--- config.mk ---
export PLATFORM = sky130hd
export DESIGN_NAME = edit_distance_with_transposition
export DESIGN_NICKNAME = d
export VERILOG_FILES = /design/src/sv/edt_pkg.sv /design/src/sv/edt_ram.sv /design/src/sv/edit_distance_with_transposition.sv
export SDC_FILE = /design/constraint.sdc
export NUM_CORES = 1
export LEC_CHECK = 0
export BUFFER_PORTS_ARGS = -buffer_cell sky130_fd_sc_hd__buf_2
export CAP_MARGIN = 10
export CORE_MARGIN = 4
export CORE_UTILIZATION = 57
export DETAILED_ROUTE_END_ITERATION = 10
export GPL_ROUTABILITY_DRIVEN = 0
export PLACE_DENSITY_LB_ADDON = 0.3
export SYNTH_ARGS = -nofsm -noshare
export SYNTH_HDL_FRONTEND = slang
export SYNTH_SLANG_ARGS = --single-unit
--- constraint.sdc ---
create_clock -name clk -period 8.9 [get_ports clk]
set_input_delay 0.445 -clock clk [delete_from_list [all_inputs] [get_ports clk]]
set_output_delay 0.445 -clock clk [all_outputs]
set_load 0.01 [all_outputs]
--- src/sv/edt_pkg.sv ---
// Shared types and constants for the edit distance block.
`timescale 1ns / 1ps

package edt_pkg;

	localparam int MAX_LEN_DEF = 32;
	localparam int DIST_W = 6;
	localparam logic [DIST_W-1:0] DIST_MAX = 6'd63;

	typedef enum logic [1:0] {
		CMD_SOURCE = 2'd0,
		CMD_TARGET = 2'd1,
		CMD_RUN    = 2'd2,
		CMD_NONE   = 2'd3
	} cmd_t;

	typedef enum logic [1:0] {
		ST_IDLE,
		ST_SROW,
		ST_RSTART,
		ST_CELL
	} state_t;

endpackage

--- src/sv/edt_ram.sv ---
// Generic single-write, single-read RAM with registered read data.
`timescale 1ns / 1ps

module edt_ram #(
	parameter int WIDTH = 8,
	parameter int DEPTH = 32
) (
	input  logic                     clk,
	input  logic                     we,
	input  logic [$clog2(DEPTH)-1:0] waddr,
	input  logic [WIDTH-1:0]         wdata,
	input  logic [$clog2(DEPTH)-1:0] raddr,
	output logic [WIDTH-1:0]         rdata
);

	logic [WIDTH-1:0] mem_q [DEPTH];

	always_ff @(posedge clk) begin
		if (we) begin
			mem_q[waddr] <= wdata;
		end
		rdata <= mem_q[raddr];
	end

endmodule

--- src/sv/edit_distance_with_transposition.sv ---
// Top level: string loader and optimal string alignment distance engine.
//
// channel   direction  handshake            payload
// request   in         start & !busy        command, character
// result    out        done (one cycle)     distance, too_long
//
// A load request is handled as it is accepted. A run request on two
// non-empty strings walks the table row by row: ST_SROW, ST_RSTART, then
// ST_CELL across every target column, for each source row. An empty string
// answers on the next cycle. Reset clears lengths, flag and control; the
// RAMs need no clearing. The receiver cannot stall; done lasts one cycle.
`timescale 1ns / 1ps

module edit_distance_with_transposition
	import edt_pkg::*;
#(
	parameter int MAX_LEN = MAX_LEN_DEF
) (
	input  logic              clk,
	input  logic              arst_n,
	input  logic              start,
	output logic              busy,
	input  logic [1:0]        command,
	input  logic [7:0]        character,
	output logic              done,
	output logic [DIST_W-1:0] distance,
	output logic              too_long
);

	localparam int AW = $clog2(MAX_LEN);
	localparam int CW = $clog2(MAX_LEN + 1);
	localparam int EW = (CW > DIST_W) ? CW : DIST_W;

	state_t state_q, state_d;

	logic [CW-1:0] src_len_q, tgt_len_q;
	logic          ovf_q;
	logic [CW-1:0] row_q, col_q;
	logic          sel_q;
	logic [7:0]    s_q, sp_q, tp_q;
	logic [CW-1:0] cur_prev_q, r1_prev_q, r2_m1_q, r2_m2_q;
	logic          done_q, too_long_q;
	logic [DIST_W-1:0] distance_q;

	logic          accept;
	logic          src_we, tgt_we;
	logic [AW-1:0] src_raddr, col_addr, wr_addr;
	logic [7:0]    src_rdata, tgt_rdata;
	logic          ram_a_we, ram_b_we;
	logic [CW-1:0] ram_a_rdata, ram_b_rdata;

	logic [CW-1:0] r1, r2, score;
	logic [7:0]    t;
	logic [CW:0]   cost, c_up, c_left, c_diag, c_swap, c_min;
	logic          swap_ok, last_col, last_row;
	logic [EW-1:0] score_ext, len_ext;
	logic [DIST_W-1:0] score_sat, len_sat;

	assign accept = start && !busy;
	assign last_col = (col_q == tgt_len_q);
	assign last_row = (row_q == src_len_q);

	always_comb begin
		state_d = state_q;
		case (state_q)
			ST_IDLE: begin
				if (accept && cmd_t'(command) == CMD_RUN && src_len_q != '0
						&& tgt_len_q != '0) begin
					state_d = ST_SROW;
				end
			end
			ST_SROW:   state_d = ST_RSTART;
			ST_RSTART: state_d = ST_CELL;
			ST_CELL: begin
				if (last_col) begin
					state_d = last_row ? ST_IDLE : ST_SROW;
				end
			end
			default:   state_d = ST_IDLE;
		endcase
	end

	always_comb begin
		busy      = 1'b1;
		src_we    = 1'b0;
		tgt_we    = 1'b0;
		src_raddr = src_len_q[AW-1:0];
		col_addr  = tgt_len_q[AW-1:0];
		ram_a_we  = 1'b0;
		ram_b_we  = 1'b0;
		case (state_q)
			ST_IDLE: begin
				busy   = 1'b0;
				src_we = accept && cmd_t'(command) == CMD_SOURCE && src_len_q < CW'(MAX_LEN);
				tgt_we = accept && cmd_t'(command) == CMD_TARGET && tgt_len_q < CW'(MAX_LEN);
			end
			ST_SROW: begin
				src_raddr = AW'(row_q - CW'(1));
			end
			ST_RSTART: begin
				col_addr = '0;
			end
			ST_CELL: begin
				col_addr = col_q[AW-1:0];
				ram_a_we = !sel_q;
				ram_b_we = sel_q;
			end
			default: begin
				busy = 1'b1;
			end
		endcase
	end

	assign wr_addr = AW'(col_q - CW'(1));

	edt_ram #(.WIDTH(8), .DEPTH(MAX_LEN)) u_src_ram (
		.clk   (clk),
		.we    (src_we),
		.waddr (src_len_q[AW-1:0]),
		.wdata (character),
		.raddr (src_raddr),
		.rdata (src_rdata)
	);

	edt_ram #(.WIDTH(8), .DEPTH(MAX_LEN)) u_tgt_ram (
		.clk   (clk),
		.we    (tgt_we),
		.waddr (tgt_len_q[AW-1:0]),
		.wdata (character),
		.raddr (col_addr),
		.rdata (tgt_rdata)
	);

	edt_ram #(.WIDTH(CW), .DEPTH(MAX_LEN)) u_row_a_ram (
		.clk   (clk),
		.we    (ram_a_we),
		.waddr (wr_addr),
		.wdata (score),
		.raddr (col_addr),
		.rdata (ram_a_rdata)
	);

	edt_ram #(.WIDTH(CW), .DEPTH(MAX_LEN)) u_row_b_ram (
		.clk   (clk),
		.we    (ram_b_we),
		.waddr (wr_addr),
		.wdata (score),
		.raddr (col_addr),
		.rdata (ram_b_rdata)
	);

	// sel_q high: row A holds the previous row, row B the one before it
	always_comb begin
		t  = tgt_rdata;
		r1 = (row_q == CW'(1)) ? col_q : (sel_q ? ram_a_rdata : ram_b_rdata);
		r2 = (row_q == CW'(2)) ? col_q : (sel_q ? ram_b_rdata : ram_a_rdata);
		cost    = (s_q == t) ? '0 : (CW+1)'(1);
		c_up    = {1'b0, r1} + (CW+1)'(1);
		c_left  = {1'b0, cur_prev_q} + (CW+1)'(1);
		c_diag  = {1'b0, r1_prev_q} + cost;
		c_swap  = {1'b0, r2_m2_q} + cost;
		swap_ok = row_q > CW'(1) && col_q > CW'(1) && sp_q == t && s_q == tp_q;
		c_min   = (c_up < c_left) ? c_up : c_left;
		c_min   = (c_diag < c_min) ? c_diag : c_min;
		if (swap_ok && c_swap < c_min) begin
			c_min = c_swap;
		end
		score     = c_min[CW-1:0];
		score_ext = EW'(score);
		score_sat = (score_ext > EW'(DIST_MAX)) ? DIST_MAX : score_ext[DIST_W-1:0];
		len_ext   = EW'(src_len_q | tgt_len_q);
		len_sat   = (len_ext > EW'(DIST_MAX)) ? DIST_MAX : len_ext[DIST_W-1:0];
	end

	always_ff @(posedge clk or negedge arst_n) begin
		if (!arst_n) begin
			state_q    <= ST_IDLE;
			src_len_q  <= '0;
			tgt_len_q  <= '0;
			ovf_q      <= 1'b0;
			done_q     <= 1'b0;
			row_q      <= '0;
			col_q      <= '0;
			sel_q      <= 1'b0;
		end else begin
			state_q <= state_d;
			done_q  <= 1'b0;
			case (state_q)
				ST_IDLE: begin
					if (accept) begin
						case (cmd_t'(command))
							CMD_SOURCE: begin
								if (src_we) src_len_q <= src_len_q + CW'(1);
								else        ovf_q <= 1'b1;
							end
							CMD_TARGET: begin
								if (tgt_we) tgt_len_q <= tgt_len_q + CW'(1);
								else        ovf_q <= 1'b1;
							end
							CMD_RUN: begin
								row_q <= CW'(1);
								if (src_len_q == '0 || tgt_len_q == '0) begin
									done_q    <= 1'b1;
									src_len_q <= '0;
									tgt_len_q <= '0;
									ovf_q     <= 1'b0;
								end
							end
							default: begin
								ovf_q <= ovf_q;
							end
						endcase
					end
				end
				ST_RSTART: begin
					col_q <= CW'(1);
				end
				ST_CELL: begin
					col_q <= col_q + CW'(1);
					if (last_col) begin
						row_q <= row_q + CW'(1);
						sel_q <= !sel_q;
						if (last_row) begin
							done_q    <= 1'b1;
							src_len_q <= '0;
							tgt_len_q <= '0;
							ovf_q     <= 1'b0;
						end
					end
				end
				default: begin
					col_q <= col_q;
				end
			endcase
		end
	end

	always_ff @(posedge clk) begin
		case (state_q)
			ST_IDLE: begin
				distance_q <= len_sat;
				too_long_q <= ovf_q;
			end
			ST_RSTART: begin
				s_q        <= src_rdata;
				sp_q       <= s_q;
				cur_prev_q <= row_q;
				r1_prev_q  <= row_q - CW'(1);
				r2_m1_q    <= row_q - CW'(2);
			end
			ST_CELL: begin
				cur_prev_q <= score;
				r1_prev_q  <= r1;
				r2_m1_q    <= r2;
				r2_m2_q    <= r2_m1_q;
				tp_q       <= t;
				distance_q <= score_sat;
				too_long_q <= ovf_q;
			end
			default: begin
				tp_q <= tp_q;
			end
		endcase
	end

	assign done     = done_q;
	assign distance = distance_q;
	assign too_long = too_long_q;

endmodule
-- Word-level counts from Yosys, hierarchy flattened
Memory sizes are Yosys's and may differ from the RTL's. A register that Yosys moved wholly into a read port is not among the register bits.
Cells that the tools add are included.
- output and inout bits: 9
- latch bits: 0
- memories: 4
- logic and storage cells: 159
- memory bits (writable): 896
- ROM bits: 0
- input port bits: 13
- register bits: 84
- bitwise gates (word level): 1
- order comparisons: 9
- reductions and logical operators: 29
- shift-type cells: 0
- mux-type cells: 63
- multipliers: 0
- divide/modulo/power cells: 0
- equal/unequal tests: 25
- $add $sub $neg: 11
- memories (memory ; words ; bits a word ; rd ports ; clocked after memory_dff ; wr ports ; RTL line ; text):
    u_src_ram.mem_q ; 32 ; 8 ; 1 ; 1 ; 1 ; edt_ram.sv:16 ; logic [WIDTH-1:0] mem_q [DEPTH];
    u_tgt_ram.mem_q ; 32 ; 8 ; 1 ; 1 ; 1 ; edt_ram.sv:16 ;
    u_row_a_ram.mem_q ; 32 ; 6 ; 1 ; 1 ; 1 ; edt_ram.sv:16 ;
    u_row_b_ram.mem_q ; 32 ; 6 ; 1 ; 1 ; 1 ; edt_ram.sv:16 ;
- operator list (operator ; count):
    $pmux 6 s2 ; 10
    $mux 6 ; 17
    $mux 1 ; 26
    $add 6x1->6 const B ; 4
    $eq 8x8->1 ; 3
    $lt 7x7->1 ; 3
    $add 6x1->7 ; 2
    $add 6x1->7 const B ; 2
    $mux 7 ; 2
    $reduce_and 7->1 ; 2
    $eq 6x6->1 ; 2
    $gt 6x1->1 const B ; 2
    $gt 6x6->1 const B ; 2
    $logic_and 1x1->1 ; 12
    $logic_not 6->1 ; 2
    $lt 6x6->1 const B ; 2
    $ne 3x3->1 const B ; 4
    $reduce_bool 6->1 ; 2
    $pmux 5 s2 ; 1
    $pmux 2 s4 ; 1
    $reduce_and 8->1 ; 1
    $eq 2x2->1 const B ; 3
    $eq 6x1->1 const B ; 1
    $eq 6x2->1 const B ; 1
    21 further kinds ; 31

-- Depth between registers and ports, before layout
Gate-level depths: netlist (run 1).
- word-level depth: 13
- gate-level depth with buffers: 37
- depth with buffers taken out: 35

-- Modules after synthesis
A second synthesis (run 1) with hierarchy kept.
- cells, all modules: 2082
- area, all modules: 41139.5 um^2
- modules (own cells, without submodules) (module ; cells each ; area each (um^2) ; instances ; seq. area each (um^2)):
    edt_ram at u_src_ram ... ; 417 ; 10053.4 ; 2 ; 7847.5
    edt_ram at u_row_a_ram ... ; 323 ; 7589.8 ; 2 ; 5885.6
    edit_distance_with_transposition ; 602 ; 5853.1 ; 1 ; 2377.3

-- Least setup slack after synthesis (run 1)
Ideal clock, no wire load.
- path kind: register to register
- from: register row_q[2]
- to: memory u_row_a_ram.mem_q[0][1] (netlist bit) (data pin)
- arrival: 8.300 ns
- data required time: 8.557 ns
- cell stages (with the launch flop): 36
- setup time: 0.343 ns
- slack: 0.257 ns
- cells stage by stage: dfrtp_1 buf_6 or4_4 nor2_1 o21ai_0 ha_1 nand4b_1 and3_1 nor3_1 nor2_1 inv_1 ha_1 a21o_1 a21oi_1 o21ai_0 clkbuf_1 nor2_2 or4b_2 o211ai_1 ha_1 a31o_2 a21o_1 a211o_1 a21o_1 buf_6 a21oi_1 inv_1 ha_1 a21oi_1 o2111ai_1 or3_1 or3b_2 a211oi_1 a311oi_4 mux2_4 inv_1
- cells in the longest elaborated chain, start to end: 10
- elaborated cells between the ends (all ways): 14
- those cells by class: add/sub (1); order compare (4); eq/ne (1); mux (4); reduce/logical (4)
- ends and longest elaborated chain (element ; RTL line ; text):
    start: declaration ; edit_distance_with_transposition.sv:38 ; logic [CW-1:0] row_q, col_q;
    start signal: assignment ; edit_distance_with_transposition.sv:221 ; row_q <= row_q + CW'(1);
    $eq 6x1->1 ; edit_distance_with_transposition.sv:155 ; r1 = (row_q == CW'(1)) ? col_q : (sel_q ? ram_a_rdata : ram_b_rdata);
    $mux 6 ; edit_distance_with_transposition.sv:155 ;
    $add 6x1->7 ; edit_distance_with_transposition.sv:158 ; c_up = {1'b0, r1} + (CW+1)'(1);
    $lt 7x7->1 ; edit_distance_with_transposition.sv:163 ; c_min = (c_up < c_left) ? c_up : c_left;
    $mux 7 ; edit_distance_with_transposition.sv:163 ;
    $lt 7x7->1 ; edit_distance_with_transposition.sv:164 ; c_min = (c_diag < c_min) ? c_diag : c_min;
    $mux 7 ; edit_distance_with_transposition.sv:164 ;
    $lt 7x7->1 ; edit_distance_with_transposition.sv:165 ; if (swap_ok && c_swap < c_min) begin
    $logic_and 1x1->1 ; edit_distance_with_transposition.sv:165 ;
    $mux 6 * ; edit_distance_with_transposition.sv:165 ;
    net c_min[1] ; edit_distance_with_transposition.sv:54 ; logic [CW:0] cost, c_up, c_left, c_diag, c_swap, c_min;
    end: declaration ; edt_ram.sv:16 ;
The timed path passes the listed nets; every way through them passes the cells marked *.

-- Final worst setup path (run 1)
- from: register row_q[2]
- to: memory u_row_b_ram.mem_q[18][4] (netlist bit) (data pin)
- cells in the longest elaborated chain, start to end: 10
- elaborated cells between the ends (all ways): 14
- those cells by class: add/sub (1); order compare (4); eq/ne (1); mux (4); reduce/logical (4)
- ends and longest elaborated chain (element ; RTL line):
    $eq 6x1->1 ; edit_distance_with_transposition.sv:155
    $mux 6 ; edit_distance_with_transposition.sv:155
    $add 6x1->7 ; edit_distance_with_transposition.sv:158
    $lt 7x7->1 ; edit_distance_with_transposition.sv:163
    $mux 7 ; edit_distance_with_transposition.sv:163
    $lt 7x7->1 ; edit_distance_with_transposition.sv:164
    $mux 7 ; edit_distance_with_transposition.sv:164
    $lt 7x7->1 ; edit_distance_with_transposition.sv:165
    $logic_and 1x1->1 ; edit_distance_with_transposition.sv:165
    $mux 6 * ; edit_distance_with_transposition.sv:165
    net c_min[4] ; edit_distance_with_transposition.sv:54
    end: declaration ; edt_ram.sv:16
Marked as above.

==> results of run 1 <==
## Yosys cell counts, types with 6 or more instances
master    instances  area (um^2)
nor3_1           14         70.1
buf_1            14         52.6
a31oi_1          88          551
a21oi_1         104          521
nand4_1           6         37.5
and3_1            9         56.3
nand2_1         396         1490
a311oi_1         80          701
dfxtp_1          28          561
inv_1            44          165
mux2i_1          46          460
a21o_1           26          195
a211oi_1        223         1670
o211ai_1         19          143
nor2_1          166          623
or3_1             7         43.8
dfrtp_1          29          726
o21ai_0          57          285
mux2_2           17          191
edfxtp_1        951        28600
nor4_1           12         75.1
nand3b_1         10         75.1
nand2b_1         11         68.8
clkbuf_1        175          657
mux4_2           64         1440
xnor2_1          19          166
and2_0           18          113
o31ai_1           9         67.6
and2_1          145          907
ha_1             49          613
nand3_1          29          145
xor2_1           40          350
## registers in the layout, indices dropped and copies added, names as in the netlist, 2 cells and up
signal and count:
col_q 6, cur_prev_q 6, distance 6, r1_prev_q 6
r2_m1_q 6, r2_m2_q 6, row_q 6, s_q 8
sp_q 8, src_len_q 6, state_q 2, tgt_len_q 6
tp_q 8, u_row_a_ram.mem_q 192, u_row_a_ram.rdata 6, u_row_b_ram.mem_q 192
u_row_b_ram.rdata 6, u_src_ram.mem_q 256, u_src_ram.rdata 8, u_tgt_ram.mem_q 256
u_tgt_ram.rdata 8
## per-layer routing
layer / global-route usage (%) / share of wire (%) / vias up
li1: - / - / 11304
met1: 33.7 / 41 / 12625
met2: 38.8 / 48 / 1164
met3: 3.93 / 7.6 / 218
met4: 8.28 / 3.4 / 0
met5: 0 / 0 / -
## per-stage QoR
| stage | setup TNS (ns) | utilization, % | cell area [um^2] |
|---|---|---|---|
| detailed placement | -23.93 | 59.1 | 43300 |
| finish | 0 | 63.7 | 46600 |
| global placement | 0 | 59.1 | 43300 |
| global route | -8.88 | 63.6 | 46600 |
| CTS | -1.69 | 63.3 | 46300 |
| floorplan | 0 | - | 42300 |
## cell families after synthesis
| kind of cell | after synthesis |
|---|---|
| flip-flops | 1008 |
| XOR/XNOR | 59 |
| multiplexers | 129 |
| AO/OA/AOI/OAI | 640 |
| AND/OR/NAND/NOR | 840 |
| adder cells (fa/ha/maj) | 49 |
| buffers and inverters | 240 |
## cell type report
cell class | count | share of cell area (%)
timing repair buffer | 69 | 1.37
clock inverter | 63 | 1.06
inverter | 45 | 0.362
antenna | 4 | 0.0215
sequential | 1008 | 64.1
multi-input combinational | 1717 | 25.1
tap | 959 | 2.58
clock buffer | 117 | 5.42
## critical path, delay by kind of cell (launching register included)
family                     cells  cell delay [ns]
DFF                            1             0.50
and+or+nand+nor                8             2.68
buffers and inverters          5             0.60
adders and majority gates      4             1.09
AOI/OAI and AO/OA             16             3.13
muxes                          1             0.39
## repair_timing
| action | in CTS | in global routing |
|---|---|---|
| cloned | 0 | 2 |
| endpoints found under the hold margin | 29 | 0 |
| pin swaps | 0 | 2 |
| buffers inserted | 0 | 5 |
| hold buffers | 1 | 0 |
| endpoints found under the setup margin | 256 | 396 |
| gates resized for setup | 6 | 32 |
## how the worst max path moves through the flow
stage / startpoint / end / slack (ns) / depth (start not counted)
global placement: row_q[2]$_DFFE_PN0P_ / u_row_b_ram.mem_q[13][5]$_DFFE_PP_ / 0.20 / 34
floorplan: row_q[2]$_DFFE_PN0P_ / u_row_a_ram.mem_q[0][1]$_DFFE_PP_ / 0.26 / 35
finish: row_q[2]$_DFFE_PN0P_ / u_row_b_ram.mem_q[18][4]$_DFFE_PP_ / 0.27 / 34
global route: row_q[2]$_DFFE_PN0P_ / u_row_b_ram.mem_q[19][3]$_DFFE_PP_ / -0.06 / 34
CTS: row_q[2]$_DFFE_PN0P_ / u_row_a_ram.mem_q[29][2]$_DFFE_PP_ / -0.04 / 34
detailed placement: row_q[2]$_DFFE_PN0P_ / u_row_b_ram.mem_q[28][5]$_DFFE_PP_ / -0.13 / 34
==> results.py, run 1 <==
metrics = {
    "run_status": {
        "status": "finished clean",
    },
    "worst_setup_path": {
        "crit_type": "flop to flop",
        "cpPeakStageDelay_ns": 0.60,
        "worstRegToRegCells": 34,
        "timing.rr.start": "row_q[2]$_DFFE_PN0P_",
        "cp_slowest_cell": "or4_4",
        "start_kind": "flop",
        "timing.rr.end": "u_row_b_ram.mem_q[18][4]$_DFFE_PP_",
        "cp_data_arrival_time_ns": 9.10,
        "reg2reg_slack_ns": 0.27,
        "endpoint_kind": "flop",
        "cp.required_ns": 9.37,
        "cp_max_fo": 32,
    },
    "finish": {
        "syn2layout_area_growth_pct": 10.2,
        "nets": 3001,
        "register_area_um2": 29800,
        "final_common_cell": "edfxtp_1",
        "drive_gt1_share_pct": 11.0,
        "multi_input_area_um2": 11700,
        "instances_no_fill": 3982,
        "final_cell_mix": "edfxtp_1, nand2_1, a211oi_1",
        "n_fill_cell": 5133,
    },
    "sta": {
        "skew_ns": 0.0404,
        "hold_ws_ns": 0.194,
        "worst_slack_ns": 0.269,
        "drv_slew": 0,
        "finalHoldViolCount": 0,
        "setup_violations": 0,
        "worst_slew_pin_slew_ns": 1.12,
        "fmax_mhz": 116,
        "slew_headroom_pct": 24.6,
        "finalCritPeriodShare_pct": 97.0,
        "fin_crit_ns": 8.63,
    },
    "clock_network": {
        "cts_max_level": 3,
        "cts_buffers": 98,
        "clock-root-buffer": "clkbuf_16",
        "numClockSinks": 1008,
        "clock_latency_ns": 0.67,
        "path_clk_slew_ns": 0.06,
        "cts_tree": "yes",
        "cts_buffer_depth": 3,
    },
    "die": {
        "fp-row-count": 99,
        "start_util_pct": 57.8,
        "dieArea_um2": 78600,
        "die_w_um": 280,
        "die_h_um": 280,
        "placeableCoreArea_um2": 73200,
        "io_pins": 22,
    },
    "synthesis": {
        "synth_warnings": 0,
        "yosysUniqueCellTypes": 64,
        "syn_area_um2": 42300,
        "synthCells": 2965,
        "ys.flop_type": "edfxtp_1",
        "muxShareOfSynthArea_pct": 5.02,
        "synth_top_family_by_area": "compound AO/OA/AOI/OAI gates",
        "synth-simple-area-share_pct": 9.09,
        "synthArstFlopShare_pct": 2.88,
        "synth_fp_nets": 3027,
        "synth_edf_count": 951,
        "syn_avg_cell_area_um2": 14.3,
        "synthAdderAreaFrac_pct": 1.45,
        "synth_xor_area_share_pct": 1.22,
        "ys_ff_latch": 1008,
        "yosysSeqAreaShare_pct": 70.6,
        "synth-compound-area-share_pct": 10.5,
    },
    "grt": {
        "antenna_found_initial": 0,
        "grt.total_usage_pct": 24.0,
        "grt_pass1_wl_um": 146000,
        "grt_max_degree": 213,
        "overflow": 0,
        "grt_pass1_vias": 24793,
    },
    "place": {
        "portBuffers": 21,
        "dp.cells": 3788,
        "pre_cts_ws_ns": -0.132,
        "hpwlAfterDp_um": 55800,
    },
    "detailed_routing": {
        "vias": 25311,
        "route.antenna.remaining_nets": 0,
        "routed_wl_um": 94900,
        "first_pass_iters": 6,
        "drc": 0,
        "wl_per_cell_um": 23.8,
        "vias_per_cell": 6.36,
        "drt_iter0_drc": 2993,
    },
    "run": {
        "drv_cap": 0,
    },
    "worst_hold_path": {
        "min_from": "character[5]",
        "min_path_type": "input port to flop",
        "hold_path_depth": 1,
        "hold-path-endpoint": "u_src_ram.mem_q[16][5]$_DFFE_PP_",
    },
}
Power of run 1 is left out: the tool's default activity adds up to more than one toggle a clock period on the data nets, which glitch-free logic cannot reach.
==> run 2, diff against run 1 <==
CORE_MARGIN = 5   (was 4)
PLACE_DENSITY = 0.76   (was default)
PLACE_DENSITY_LB_ADDON = default   (was 0.3)
==> results.py, run 2 (synthesis results as in run 1) <==
metrics = {
    "run_status": {
        "status": "finished clean",
    },
    "worst_setup_path": {
        "cpPeakStageDelay_ns": 0.59,
        "path_buf_inv": 4,
        "start_kind": "flop",
        "cp_slowest_cell": "or4b_2",
        "cp.required_ns": 9.24,
        "cp_max_fo": 64,
        "cp_data_arrival_time_ns": 9.17,
        "endpoint_kind": "flop",
        "crit_family": "compound AO/OA/AOI/OAI gates",
        "crit_type": "flop to flop",
    },
    "finish": {
        "final_core_util_pct": 63.7,
        "final_cell_mix": "edfxtp_1, nand2_1, a211oi_1",
        "design_area_um2": 46700,
        "syn2layout_area_growth_pct": 10.4,
        "nets": 2998,
        "antenna_cells": 0,
        "drive_gt1_share_pct": 11.2,
        "n_fill_cell": 4987,
        "top_regs": "u_src_ram.mem_q: 256 flops, u_tgt_ram.mem_q: 256 flops",
        "final_common_cell": "edfxtp_1",
    },
    "detailed_routing": {
        "vias": 25770,
        "first_pass_iters": 6,
        "wl_per_cell_um": 24.7,
        "drc": 0,
        "route.antenna.remaining_nets": 0,
        "vias_per_cell": 6.49,
        "drt_iter0_drc": 3164,
        "routed_wl_um": 98200,
    },
    "clock_network": {
        "cts_buffers": 97,
        "numClockSinks": 1008,
        "cts_tree": "yes",
        "cts_buffer_depth": 3,
        "cts_max_level": 3,
        "path_clk_slew_ns": 0.06,
        "clock-root-buffer": "clkbuf_16",
        "clock_latency_ns": 0.67,
    },
    "die": {
        "dieArea_um2": 79700,
        "placeableCoreArea_um2": 73300,
        "die_h_um": 282,
        "start_util_pct": 57.7,
        "io_pins": 22,
        "die_w_um": 282,
        "fp-row-count": 99,
    },
    "grt": {
        "overflow": 0,
        "grt.total_usage_pct": 24.2,
        "grt_pass1_vias": 25097,
        "grt_pass1_wl_um": 150000,
        "antenna_found_initial": 0,
        "grt_max_degree": 173,
    },
    "sta": {
        "tns_ns": 0,
        "setup_violations": 0,
        "slew_headroom_pct": 17.7,
        "fin_crit_ns": 8.83,
        "finalHoldViolCount": 0,
        "worst_slew_pin_slew_ns": 1.23,
        "finalCritPeriodShare_pct": 99.2,
        "drv_slew": 0,
        "skew_ns": 0.0227,
        "fmax_mhz": 113,
    },
    "worst_hold_path": {
        "min_path_type": "input port to flop",
    },
    "place": {
        "portBuffers": 21,
        "hpwlAfterDp_um": 57100,
        "placement.cell_area_um2": 43300,
    },
    "run": {
        "drv_cap": 0,
    },
}
-- run 2: timing repair --
action / in CTS / in global routing
setup endpoints to repair: 256 / 396
gates resized for setup: 9 / 28
gates cloned: 0 / 2
hold buffers: 1 / 0
pin swaps: 0 / 1
hold endpoints to repair: 29 / 0
buffers inserted: 0 / 2
-- run 2: routing by layer --
metal / part of all wire (%) / wire [um] / vias to the layer above / GRT usage [%]
li1: - / - / 11314 / -
met1: 39 / 38400 / 12904 / 33.7
met5: 0 / 0 / - / 0
met3: 8.7 / 8550 / 245 / 4.60
met4: 3.6 / 3510 / 0 / 8.11
met2: 49 / 47800 / 1307 / 39.3
-- run 2: path summary, 6_finish.rpt --
kind                                       startpoint  slack (ns)                                 to  depth (start not counted)
setup / recovery                 row_q[3]$_DFFE_PN0P_        0.07  u_row_a_ram.mem_q[4][3]$_DFFE_PP_                         33
hold / removal                           character[7]        0.20    u_src_ram.mem_q[1][7]$_DFFE_PP_                          1
setup reg to reg                 row_q[3]$_DFFE_PN0P_        0.07  u_row_a_ram.mem_q[4][3]$_DFFE_PP_                         33
hold reg to reg            u_src_ram.rdata[1]$_DFF_P_        0.40                   s_q[1]$_DFFE_PP_                          0
max in group asynchronous                      arst_n        8.00               row_q[3]$_DFFE_PN0P_                          2
min in group asynchronous                      arst_n        0.41               col_q[4]$_DFFE_PN0N_                          2
-- run 2: area by class of cell --
class	instances	area, um^2	area share, %
clock buffers	116	2540	5.44
multi-input cells	1717	11700	25.0
flip-flops and latches	1008	29800	63.9
clock inverters	58	641	1.37
inverters	45	195	0.418
repair buffers	67	588	1.26
well taps	959	1200	2.57
-- run 2: stage by stage --
step	cells	setup WS [ns]	hold WS, ns
4_1_cts	3966	-0.0370	0.161
5_1_grt	3970	-0.0911	0.181
6_report	3970	0.0675	0.202
3_3_place_gp	3791	0.178	0.397
3_5_place_dp	3791	-0.288	0.389
2_1_floorplan	2965	0.257	0.149
Power of run 2 is left out for the same reason.
